<file path="config.mk">
export PLATFORM = sky130hd
export DESIGN_NAME = rgb_sigma_delta_led_dimmer
export DESIGN_NICKNAME = d
export VERILOG_FILES = /design/src/design/rsdd_pkg.sv /design/src/design/rgb_sigma_delta_led_dimmer.sv /design/src/design/rsdd_cfg.sv /design/src/design/rsdd_lane.sv /design/src/design/rsdd_core.sv
export VERILOG_INCLUDE_DIRS = /design/src /design/src/design
export SDC_FILE = /design/constraint.sdc
export NUM_CORES = 1
export LEC_CHECK = 0
export BUFFER_PORTS_ARGS = -buffer_cell sky130_fd_sc_hd__buf_2
export CORE_ASPECT_RATIO = 0.8
export CORE_MARGIN = 2
export CORE_UTILIZATION = 45
export DETAILED_ROUTE_END_ITERATION = 10
export GPL_TIMING_DRIVEN = 0
export SLEW_MARGIN = 20
export SYNTH_ARGS = -nofsm -noshare
export SYNTH_HDL_FRONTEND = slang
export SYNTH_SLANG_ARGS = --single-unit
</file>
<file path="constraint.sdc">
create_clock -name i_clk -period 9.3 [get_ports i_clk]
set_input_delay 0.93 -clock i_clk [delete_from_list [all_inputs] [get_ports i_clk]]
set_output_delay 0.93 -clock i_clk [all_outputs]
set_load 0.005 [all_outputs]
</file>
<file path="src/design/assert_macros.svh">
// Assertion macros shared by the dimmer RTL.
// Define NO_ASSERTIONS to compile them away.
`ifndef ASSERT_MACROS_SVH
`define ASSERT_MACROS_SVH
`ifndef NO_ASSERTIONS
`define ASSERT_ALWAYS(lbl, clk, rst_n, expr) \
    lbl: assert property (@(posedge clk) disable iff (!rst_n) (expr)) \
        else $error("assertion failed");
`define ASSERT_NEXT(lbl, clk, rst_n, ante, cons) \
    lbl: assert property (@(posedge clk) disable iff (!rst_n) (ante) |=> (cons)) \
        else $error("assertion failed");
`else
`define ASSERT_ALWAYS(lbl, clk, rst_n, expr)
`define ASSERT_NEXT(lbl, clk, rst_n, ante, cons)
`endif
`endif

</file>
<file path="src/design/rsdd_pkg.sv">
// Package for the RGB sigma-delta LED dimmer: widths, register indexes, types.
// No dependencies.
`default_nettype none
package rsdd_pkg;

    localparam int DUTY_W          = 11;
    localparam int MASK_W          = 3;
    localparam int STAMP_W         = 32;
    localparam int DATA_W          = 32;
    localparam int ADDR_W          = 5;
    localparam int REG_IDX_W       = 3;
    localparam int NUM_CH          = 3;
    localparam int FULL_SCALE_DEF  = 2000;
    localparam int TICK_DIVIDE_DEF = 10;

    localparam logic [REG_IDX_W-1:0] REG_MONO_DUTY  = 3'd0;
    localparam logic [REG_IDX_W-1:0] REG_RED_DUTY   = 3'd1;
    localparam logic [REG_IDX_W-1:0] REG_GREEN_DUTY = 3'd2;
    localparam logic [REG_IDX_W-1:0] REG_BLUE_DUTY  = 3'd3;
    localparam logic [REG_IDX_W-1:0] REG_RGB_MODE   = 3'd4;
    localparam logic [REG_IDX_W-1:0] REG_COLOR_MASK = 3'd5;
    localparam logic [REG_IDX_W-1:0] REG_TIMER_MODE = 3'd6;

    localparam logic KIND_FAST = 1'b0;

    typedef struct packed {
        logic [DUTY_W-1:0] mono_duty;
        logic [DUTY_W-1:0] red_duty;
        logic [DUTY_W-1:0] green_duty;
        logic [DUTY_W-1:0] blue_duty;
        logic              rgb_mode;
        logic [MASK_W-1:0] color_mask;
        logic              timer_mode;
    } t_cfg;

    // Pulses raised the cycle after a register write lands
    typedef struct packed {
        logic written;
        logic mask_written;
    } t_cfg_evt;

endpackage
`default_nettype wire

</file>
<file path="src/design/rgb_sigma_delta_led_dimmer.sv">
// Top level of the RGB sigma-delta LED dimmer: input stage, result stage, wiring.
// Depends on rsdd_pkg, rsdd_cfg, rsdd_core and assert_macros.svh.
//
// Three-channel first-order sigma-delta LED dimmer driven by timer ticks. Each
// accepted tick item yields exactly one result item (channel mask, lit flag and
// whether a modulator decision was made). Items are registered on entry and their
// results in an output register; a new item can be taken every cycle while the
// output is not stalled, the rate being set by the combinational accumulator and
// on-flag update in the core.
// Both sides are decoupled by registers, so a stalled output holds at most one
// finished and one pending item. Registers are written over an APB-style port
// at byte address 4*index; duties above full scale saturate. Write registers
// only while no items are in flight. No memories, so no clearing pass.
`default_nettype none
`include "assert_macros.svh"
module rgb_sigma_delta_led_dimmer #(
    parameter int FULL_SCALE  = rsdd_pkg::FULL_SCALE_DEF,
    parameter int TICK_DIVIDE = rsdd_pkg::TICK_DIVIDE_DEF
) (
    input  wire logic                          i_clk,
    input  wire logic                          i_rst_n,
    input  wire logic                          psel,
    input  wire logic                          penable,
    input  wire logic                          pwrite,
    input  wire logic [rsdd_pkg::ADDR_W-1:0]   paddr,
    input  wire logic [rsdd_pkg::DATA_W-1:0]   pwdata,
    output logic      [rsdd_pkg::DATA_W-1:0]   prdata,
    output logic                               pready,
    input  wire logic                          i_in_valid,
    output logic                               o_in_ready,
    input  wire logic                          i_kind,
    input  wire logic [rsdd_pkg::STAMP_W-1:0]  i_now_stamp,
    output logic                               o_out_valid,
    input  wire logic                          i_out_ready,
    output logic      [rsdd_pkg::MASK_W-1:0]   o_led_on_mask,
    output logic                               o_lit,
    output logic                               o_decided
);
    rsdd_pkg::t_cfg                 cfg;
    rsdd_pkg::t_cfg_evt             evt;

    logic                           r_in_valid;
    logic                           r_kind;
    logic [rsdd_pkg::STAMP_W-1:0]   r_stamp;
    logic                           r_out_valid;
    logic [rsdd_pkg::MASK_W-1:0]    r_led_on_mask;
    logic                           r_lit;
    logic                           r_decided;

    logic                           out_free;
    logic                           step;
    logic [rsdd_pkg::MASK_W-1:0]    core_mask;
    logic                           core_decided;

    assign out_free   = !r_out_valid || i_out_ready;
    assign step       = r_in_valid && out_free;
    assign o_in_ready = !r_in_valid || out_free;

    rsdd_cfg #(.FULL_SCALE(FULL_SCALE)) u_cfg (
        .i_clk   (i_clk),
        .i_rst_n (i_rst_n),
        .psel    (psel),
        .penable (penable),
        .pwrite  (pwrite),
        .paddr   (paddr),
        .pwdata  (pwdata),
        .prdata  (prdata),
        .pready  (pready),
        .o_cfg   (cfg),
        .o_evt   (evt)
    );

    rsdd_core #(
        .FULL_SCALE  (FULL_SCALE),
        .TICK_DIVIDE (TICK_DIVIDE)
    ) u_core (
        .i_clk         (i_clk),
        .i_rst_n       (i_rst_n),
        .i_cfg         (cfg),
        .i_evt         (evt),
        .i_step        (step),
        .i_kind        (r_kind),
        .i_now_stamp   (r_stamp),
        .o_led_on_mask (core_mask),
        .o_decided     (core_decided)
    );

    always_ff @(posedge i_clk) begin
        if (!i_rst_n) begin
            r_in_valid  <= 1'b0;
            r_out_valid <= 1'b0;
        end else begin
            if (o_in_ready) begin
                r_in_valid <= i_in_valid;
            end
            if (out_free) begin
                r_out_valid <= r_in_valid;
            end
        end
    end

    always_ff @(posedge i_clk) begin
        if (i_in_valid && o_in_ready) begin
            r_kind  <= i_kind;
            r_stamp <= i_now_stamp;
        end
        if (step) begin
            r_led_on_mask <= core_mask;
            r_lit         <= |core_mask;
            r_decided     <= core_decided;
        end
    end

    assign o_out_valid   = r_out_valid;
    assign o_led_on_mask = r_led_on_mask;
    assign o_lit         = r_lit;
    assign o_decided     = r_decided;

    `ASSERT_NEXT(a_pending_kept, i_clk, i_rst_n, r_in_valid && !out_free, r_in_valid)
    `ASSERT_NEXT(a_step_gives_result, i_clk, i_rst_n, step, r_out_valid)
    `ASSERT_ALWAYS(a_lit_matches, i_clk, i_rst_n, !r_out_valid || (r_lit == (r_led_on_mask != '0)))

endmodule
`default_nettype wire

</file>
<file path="src/design/rsdd_cfg.sv">
// APB-style configuration registers of the dimmer, with duty saturation.
// Depends on rsdd_pkg.
`default_nettype none
module rsdd_cfg #(
    parameter int FULL_SCALE = rsdd_pkg::FULL_SCALE_DEF
) (
    input  wire logic                         i_clk,
    input  wire logic                         i_rst_n,
    input  wire logic                         psel,
    input  wire logic                         penable,
    input  wire logic                         pwrite,
    input  wire logic [rsdd_pkg::ADDR_W-1:0]  paddr,
    input  wire logic [rsdd_pkg::DATA_W-1:0]  pwdata,
    output logic      [rsdd_pkg::DATA_W-1:0]  prdata,
    output logic                              pready,
    output rsdd_pkg::t_cfg                    o_cfg,
    output rsdd_pkg::t_cfg_evt                o_evt
);
    localparam int FS_W  = $clog2(FULL_SCALE + 1);
    localparam int CMP_W = (FS_W > rsdd_pkg::DUTY_W) ? FS_W : rsdd_pkg::DUTY_W;

    rsdd_pkg::t_cfg                       r_cfg;
    rsdd_pkg::t_cfg_evt                   r_evt;
    logic                                 wr;
    logic [rsdd_pkg::REG_IDX_W-1:0]       idx;
    logic [rsdd_pkg::DUTY_W-1:0]          raw_duty;
    logic [rsdd_pkg::DUTY_W-1:0]          sat_duty;

    assign wr       = psel & penable & pwrite;
    assign idx      = paddr[rsdd_pkg::ADDR_W-1:2];
    assign raw_duty = pwdata[rsdd_pkg::DUTY_W-1:0];
    assign sat_duty = (CMP_W'(raw_duty) > CMP_W'(FULL_SCALE)) ?
                      rsdd_pkg::DUTY_W'(FULL_SCALE) : raw_duty;
    assign pready   = 1'b1;

    always_ff @(posedge i_clk) begin
        if (!i_rst_n) begin
            r_cfg <= '0;
            r_evt <= '0;
        end else begin
            // writes to an unused index leave no event
            r_evt.written      <= wr && (idx <= rsdd_pkg::REG_TIMER_MODE);
            r_evt.mask_written <= wr && (idx == rsdd_pkg::REG_COLOR_MASK);
            if (wr) begin
                case (idx)
                    rsdd_pkg::REG_MONO_DUTY:  r_cfg.mono_duty  <= sat_duty;
                    rsdd_pkg::REG_RED_DUTY:   r_cfg.red_duty   <= sat_duty;
                    rsdd_pkg::REG_GREEN_DUTY: r_cfg.green_duty <= sat_duty;
                    rsdd_pkg::REG_BLUE_DUTY:  r_cfg.blue_duty  <= sat_duty;
                    rsdd_pkg::REG_RGB_MODE:   r_cfg.rgb_mode   <= pwdata[0];
                    rsdd_pkg::REG_COLOR_MASK: r_cfg.color_mask <= pwdata[rsdd_pkg::MASK_W-1:0];
                    rsdd_pkg::REG_TIMER_MODE: r_cfg.timer_mode <= pwdata[0];
                    default: ;
                endcase
            end
        end
    end

    always_comb begin
        prdata = '0;
        case (idx)
            rsdd_pkg::REG_MONO_DUTY:  prdata = rsdd_pkg::DATA_W'(r_cfg.mono_duty);
            rsdd_pkg::REG_RED_DUTY:   prdata = rsdd_pkg::DATA_W'(r_cfg.red_duty);
            rsdd_pkg::REG_GREEN_DUTY: prdata = rsdd_pkg::DATA_W'(r_cfg.green_duty);
            rsdd_pkg::REG_BLUE_DUTY:  prdata = rsdd_pkg::DATA_W'(r_cfg.blue_duty);
            rsdd_pkg::REG_RGB_MODE:   prdata = rsdd_pkg::DATA_W'(r_cfg.rgb_mode);
            rsdd_pkg::REG_COLOR_MASK: prdata = rsdd_pkg::DATA_W'(r_cfg.color_mask);
            rsdd_pkg::REG_TIMER_MODE: prdata = rsdd_pkg::DATA_W'(r_cfg.timer_mode);
            default:                  prdata = '0;
        endcase
    end

    assign o_cfg = r_cfg;
    assign o_evt = r_evt;

endmodule
`default_nettype wire

</file>
<file path="src/design/rsdd_lane.sv">
// One first-order sigma-delta step: add duty to error, fire and wrap at full scale.
// Depends on rsdd_pkg.
`default_nettype none
module rsdd_lane #(
    parameter int FULL_SCALE = rsdd_pkg::FULL_SCALE_DEF
) (
    input  wire logic [$clog2(FULL_SCALE)-1:0]  i_err,
    input  wire logic [rsdd_pkg::DUTY_W-1:0]    i_duty,
    output logic      [$clog2(FULL_SCALE)-1:0]  o_err,
    output logic                                o_fire
);
    localparam int ERR_W = $clog2(FULL_SCALE);
    localparam int FS_W  = $clog2(FULL_SCALE + 1);
    localparam int CMP_W = (FS_W > rsdd_pkg::DUTY_W) ? FS_W : rsdd_pkg::DUTY_W;
    localparam int ACC_W = CMP_W + 1;

    logic [ACC_W-1:0] acc;
    logic [ACC_W-1:0] wrapped;

    assign acc     = ACC_W'(i_err) + ACC_W'(i_duty);
    assign o_fire  = acc >= ACC_W'(FULL_SCALE);
    assign wrapped = acc - ACC_W'(FULL_SCALE);
    // duty never exceeds full scale, so the kept error stays below it
    assign o_err   = o_fire ? wrapped[ERR_W-1:0] : acc[ERR_W-1:0];

endmodule
`default_nettype wire

</file>
<file path="src/design/rsdd_core.sv">
// Dimmer state: tick divider, accumulators, on flag and mask; one tick per cycle while stepped.
// Depends on rsdd_pkg, rsdd_lane and assert_macros.svh.
`default_nettype none
`include "assert_macros.svh"
module rsdd_core #(
    parameter int FULL_SCALE  = rsdd_pkg::FULL_SCALE_DEF,
    parameter int TICK_DIVIDE = rsdd_pkg::TICK_DIVIDE_DEF
) (
    input  wire logic                          i_clk,
    input  wire logic                          i_rst_n,
    input  wire rsdd_pkg::t_cfg                i_cfg,
    input  wire rsdd_pkg::t_cfg_evt            i_evt,
    input  wire logic                          i_step,
    input  wire logic                          i_kind,
    input  wire logic [rsdd_pkg::STAMP_W-1:0]  i_now_stamp,
    output logic      [rsdd_pkg::MASK_W-1:0]   o_led_on_mask,
    output logic                               o_decided
);
    localparam int ERR_W = $clog2(FULL_SCALE);
    localparam int FS_W  = $clog2(FULL_SCALE + 1);
    localparam int CMP_W = (FS_W > rsdd_pkg::DUTY_W) ? FS_W : rsdd_pkg::DUTY_W;
    localparam int DIV_W = $clog2(TICK_DIVIDE + 1);

    logic [ERR_W-1:0]              r_fast_err, n_fast_err;
    logic [ERR_W-1:0]              r_slow_err, n_slow_err;
    logic [ERR_W-1:0]              r_ch_err [rsdd_pkg::NUM_CH];
    logic [ERR_W-1:0]              n_ch_err [rsdd_pkg::NUM_CH];
    logic [DIV_W-1:0]              r_div, n_div;
    logic [rsdd_pkg::STAMP_W-1:0]  r_last, n_last;
    logic                          r_on, n_on;
    logic [rsdd_pkg::MASK_W-1:0]   r_mask, n_mask;

    logic [rsdd_pkg::DUTY_W-1:0]   ch_duty [rsdd_pkg::NUM_CH];
    logic [ERR_W-1:0]              ch_next [rsdd_pkg::NUM_CH];
    logic [rsdd_pkg::NUM_CH-1:0]   ch_fire;
    logic [ERR_W-1:0]              mono_err, mono_next;
    logic                          mono_fire;
    logic                          enabled;
    logic                          duty_full;
    logic [DIV_W-1:0]              div_inc;
    logic                          dec;
    logic                          on_base;
    logic [rsdd_pkg::MASK_W-1:0]   mask_base;

    assign ch_duty[0] = i_cfg.red_duty;
    assign ch_duty[1] = i_cfg.green_duty;
    assign ch_duty[2] = i_cfg.blue_duty;

    assign enabled = i_cfg.rgb_mode ?
                     |{i_cfg.red_duty, i_cfg.green_duty, i_cfg.blue_duty} :
                     |i_cfg.mono_duty;
    assign duty_full = CMP_W'(i_cfg.mono_duty) >= CMP_W'(FULL_SCALE);
    assign div_inc   = r_div + DIV_W'(1);
    assign mono_err  = (i_kind == rsdd_pkg::KIND_FAST) ? r_fast_err : r_slow_err;

    rsdd_lane #(.FULL_SCALE(FULL_SCALE)) u_mono_lane (
        .i_err  (mono_err),
        .i_duty (i_cfg.mono_duty),
        .o_err  (mono_next),
        .o_fire (mono_fire)
    );

    for (genvar g = 0; g < rsdd_pkg::NUM_CH; g++) begin : g_ch
        rsdd_lane #(.FULL_SCALE(FULL_SCALE)) u_lane (
            .i_err  (r_ch_err[g]),
            .i_duty (ch_duty[g]),
            .o_err  (ch_next[g]),
            .o_fire (ch_fire[g])
        );
    end

    always_comb begin
        // register write effects land first, a decision in the same cycle sees them
        on_base   = r_on;
        mask_base = r_mask;
        if (i_evt.written) begin
            if (i_evt.mask_written && enabled && r_on) begin
                mask_base = i_cfg.color_mask;
            end
            if (!enabled) begin
                on_base   = 1'b0;
                mask_base = '0;
            end
        end

        n_fast_err = r_fast_err;
        n_slow_err = r_slow_err;
        n_ch_err   = r_ch_err;
        n_div      = r_div;
        n_last     = r_last;
        n_on       = on_base;
        n_mask     = mask_base;
        dec        = 1'b0;

        if (i_step && enabled) begin
            if (i_kind == rsdd_pkg::KIND_FAST) begin
                if (div_inc == DIV_W'(TICK_DIVIDE)) begin
                    n_div = '0;
                    dec   = 1'b1;
                end else begin
                    n_div = div_inc;
                end
            end else if (!i_cfg.timer_mode && !i_cfg.rgb_mode && i_now_stamp != r_last) begin
                n_last = i_now_stamp;
                dec    = 1'b1;
            end
        end

        if (dec) begin
            if (i_cfg.rgb_mode) begin
                n_ch_err = ch_next;
                n_mask   = ch_fire & i_cfg.color_mask;
                n_on     = |(ch_fire & i_cfg.color_mask);
            end else if (duty_full) begin
                // full duty: force on, accumulator untouched
                if (!on_base) begin
                    n_on   = 1'b1;
                    n_mask = i_cfg.color_mask;
                end
            end else begin
                if (i_kind == rsdd_pkg::KIND_FAST) begin
                    n_fast_err = mono_next;
                end else begin
                    n_slow_err = mono_next;
                end
                if (mono_fire != on_base) begin
                    n_on   = mono_fire;
                    n_mask = mono_fire ? i_cfg.color_mask : '0;
                end
            end
        end
    end

    always_ff @(posedge i_clk) begin
        if (!i_rst_n) begin
            r_fast_err <= '0;
            r_slow_err <= '0;
            r_ch_err   <= '{default: '0};
            r_div      <= '0;
            r_last     <= '0;
            r_on       <= 1'b0;
            r_mask     <= '0;
        end else begin
            r_fast_err <= n_fast_err;
            r_slow_err <= n_slow_err;
            r_ch_err   <= n_ch_err;
            r_div      <= n_div;
            r_last     <= n_last;
            r_on       <= n_on;
            r_mask     <= n_mask;
        end
    end

    assign o_led_on_mask = n_on ? n_mask : '0;
    assign o_decided     = dec;

    `ASSERT_ALWAYS(a_div_range, i_clk, i_rst_n, r_div < DIV_W'(TICK_DIVIDE))
    `ASSERT_ALWAYS(a_fast_err_range, i_clk, i_rst_n, (FS_W)'(r_fast_err) < (FS_W)'(FULL_SCALE))
    `ASSERT_ALWAYS(a_off_no_mask, i_clk, i_rst_n, r_on || (r_mask == '0))
    `ASSERT_NEXT(a_idle_holds_div, i_clk, i_rst_n, !i_step, r_div == $past(r_div))

endmodule
`default_nettype wire

</file>
==> metrics.cfg <==
[sta]
min_period_ns=4.74
fin_hold_ws_ns=0.464
skew_ns=0.00965
drv_slew=0
tns_ns=0
worstMarginPinSlew_ns=0.989
finalCritPeriodShare_pct=51.0
grt_setup_unrepaired=false
max-slew-margin-rel_pct=34.0
hold_violations=0
finalSetupViolCount=0
fmax_mhz=211

[place]
place.gp.congestion=0.938
placed_cells=1554
io_buffer_count=70
post-dp-hpwl_um=21500

[cells_and_area]
drive_gt1_share_pct=15.0
multi_input_area_mm2=0.00608
synthToLayoutAreaGrowth_pct=13.1
diodes=0
fillers=2227
post-route-util_pct=51.5
finalNonFillerCells=1586
regArea_mm2=0.00410
final_nets=1396

[synthesis]
synth-edff-count=38
syn_inst=1152
yosysSeqAreaShare_pct=38.7
synth-main-ff-cell=dfxtp_1
yosysTopAreaCell=dfxtp_1
synth-seq-cells=186
avgSynthCellArea_um2=9.21
synth_top_area_share_pct=27.9
syn-cell-area_mm2=0.0106
synthArstFlopShare_pct=0
synth_warnings=0
synth.area.top_cells=dfxtp_1 28%, edfxtp_1 11%, ha_1 6.4%
ys_types=92

[cts]
cts_tree=done
cts.sinks=186
post_cts_buffers=0
h-tree-depth=4
cts_buffers=17
cts_hold_buffers=0
path_clk_slew_ns=0.08
max-clock-path-buffers=2
cts_resized=0
clk_root_buffer_cell=clkbuf_16
insertion_delay_ns=0.44

[pwr]
p_leak_nw=4.54
clock_power_share_pct=43.0
power_density_mw_per_mm2=138
p_sw_mw=0.419
power_frac_seq_pct=51.1
power.share.switching_pct=25.3
ir_drop_mv=0.127
intPower_mw=1.24
p_comb_share_pct=5.8
power.total_mw=1.66

[floorplanning]
num_io_pins=117
rows=50
die_width_um=176
fp.dieH_um=141
dieArea_mm2=0.0248
start_util_pct=45.6
coreArea_mm2=0.0233

[setup_path]
critPathMaxFanout=10
r2r-start=r_kind$_DFFE_PP_
cp.arrival_ns=4.95
worst_setup_path_end_kind=register
reg2reg_to=o_lit$_DFFE_PP_
cp-endpoint=o_lit$_DFFE_PP_
critPathLaunchType=register
critPathLaunch=r_kind$_DFFE_PP_
reg2reg_slack_ns=4.56
rr_worst_depth=17
crit_required_ns=9.50
crit_type=reg -> reg

[detailed_routing]
drc=0
viasPerCell=5.49
drtIter0Drc=691
dr_total_vias=8713
ant_nets=0
drt_wl_total_um=28300
wl_per_cell_um=17.8
first_pass_iters=6

[run]
max_cap_viol_count=0

[global_routing]
grt_pass1_vias=7956
gr-usage-all-layers_pct=23.1
grt_antenna_before_repair=0
grt_first_pass_wirelength_um=44000
overflow=0
grt_max_degree=34

[worst_hold_path]
holdCritPathClass=reg -> reg

[outcome]
status=finished, final reports clean

## cell usage in the layout (no fill, tap or decap), types with 22 or more instances in the layout
cell type / synthesis / routed
ha_1: 54 / 54
clkbuf_1: 36 / 37
a21oi_1: 88 / 88
nand3_1: 22 / 22
conb_1: 2 / 22
inv_1: 29 / 29
nor2_1: 109 / 109
buf_4: 24 / 24
edfxtp_1: 38 / 38
nand2_1: 130 / 130
xnor2_1: 68 / 68
dfxtp_1: 148 / 148
mux2i_1: 54 / 54
buf_2: 2 / 72
o21ai_0: 40 / 40
## logic make-up (layout without fill, tap and decap cells)
group / after synthesis / after routing / synth area share, %
DFF: 186 / 186 / 38.7
and+or+nand+nor: 392 / 392 / 17.7
muxes: 73 / 73 / 7.96
xor gates and xnor gates: 81 / 81 / 6.69
other: 2 / 22 / 0.0708
buffers and inverters: 99 / 201 / 4.73
adders and majority gates: 58 / 58 / 7.12
AOI/OAI and AO/OA: 261 / 261 / 17.0
## flip-flops by register name, indices dropped and copies added, names as in the netlist
| name | flops |
|---|---|
| u_core.r_slow_err | 11 |
| o_out_valid | 1 |
| r_in_valid | 1 |
| u_core.r_on | 1 |
| u_cfg.o_evt | 2 |
| r_kind | 1 |
| u_core.r_last | 32 |
| u_core.r_fast_err | 11 |
| u_cfg.o_cfg | 49 |
| u_core.r_div | 4 |
| u_core.r_ch_err | 33 |
| r_stamp | 32 |
| o_decided | 1 |
| u_core.r_mask | 3 |
| o_led_on_mask | 3 |
| o_lit | 1 |
## synth_stat cells (4+ instances only)
library cell,n
a211oi_1,19
a21boi_0,6
a21o_1,11
a21oi_1,88
a21oi_2,4
a31oi_1,9
and2_1,18
and3_1,9
buf_4,24
clkbuf_1,36
dfxtp_1,148
edfxtp_1,38
fa_1,4
ha_1,54
inv_1,29
mux2_2,11
mux2i_1,54
mux4_2,8
nand2_1,130
nand3_1,22
nand4_1,13
nor2_1,109
nor2b_1,16
nor3_1,19
nor4_1,12
o211a_1,4
o21a_1,11
o21ai_0,40
o21ai_1,6
o21bai_1,6
o22ai_1,4
or2_2,5
or3_1,11
or4_1,5
xnor2_1,68
xor2_1,13
## power groups by stage
stage	registers [mW]	clock network, mW	logic, mW
finish	0.847	0.713	0.0963
global placement	0.866	0	0.0946
detailed placement	0.866	0	0.0948
floorplan	0.862	0	0.0596
global route	0.849	0.757	0.105
CTS	0.847	0.726	0.0955
## worst min-delay path by stage
stage	cells past startpoint	slack, ns	end	startpoint
final	2	0.46	u_core.r_ch_err[0]$_SDFFE_PN0P_	u_core.r_ch_err[0]$_SDFFE_PN0P_
after global routing	2	0.49	u_core.r_ch_err[0]$_SDFFE_PN0P_	u_core.r_ch_err[0]$_SDFFE_PN0P_
after CTS	2	0.47	u_core.r_ch_err[0]$_SDFFE_PN0P_	u_core.r_ch_err[0]$_SDFFE_PN0P_
after detailed placement	2	0.46	u_core.r_ch_err[0]$_SDFFE_PN0P_	u_core.r_ch_err[0]$_SDFFE_PN0P_
after global placement	2	0.45	u_core.r_ch_err[0]$_SDFFE_PN0P_	u_core.r_ch_err[0]$_SDFFE_PN0P_
after floorplan	2	0.44	u_core.r_ch_err[4]$_SDFFE_PN0P_	u_core.r_ch_err[4]$_SDFFE_PN0P_
## stage by stage
step	worst slack [ns]	area [µm²]
floorplan	5.27	10700
global placement	4.61	11400
detailed placement	4.59	11400
CTS	4.53	12000
global route	4.20	12000
finish	4.56	12000
## per-layer routing
metal	up-vias	GRT usage [%]	wire length [µm]
li1	4314	-	-
met1	4114	34.4	14200
met2	248	34.1	11900
met3	37	4.64	1760
met4	0	6.18	466
met5	-	0	0
## cell type report
type                       count  share of cell area (%)
multi-input combinational    887                    50.7
timing repair buffer          70                    2.92
clock buffer                  19                    3.69
sequential                   186                    34.2
clock inverter                13                    1.06
tap                          312                    3.25
buffer                        69                    3.24
inverter                      30                   0.939
## critical path, cell delays in order, from the launching register on
cell	delay, ns
edfxtp_1	0.40
buf_1	0.55
mux2_2	0.41
ha_1	0.22
fa_1	0.44
a21o_1	0.20
a21oi_1	0.19
xnor2_1	0.21
inv_1	0.12
ha_1	0.27
o21ai_0	0.10
o2bb2ai_1	0.09
a211oi_2	0.20
nand4_2	0.22
nand4_1	0.16
nand3_1	0.15
a32o_1	0.28
o31a_1	0.28
(Power assumes the default switching activity.)
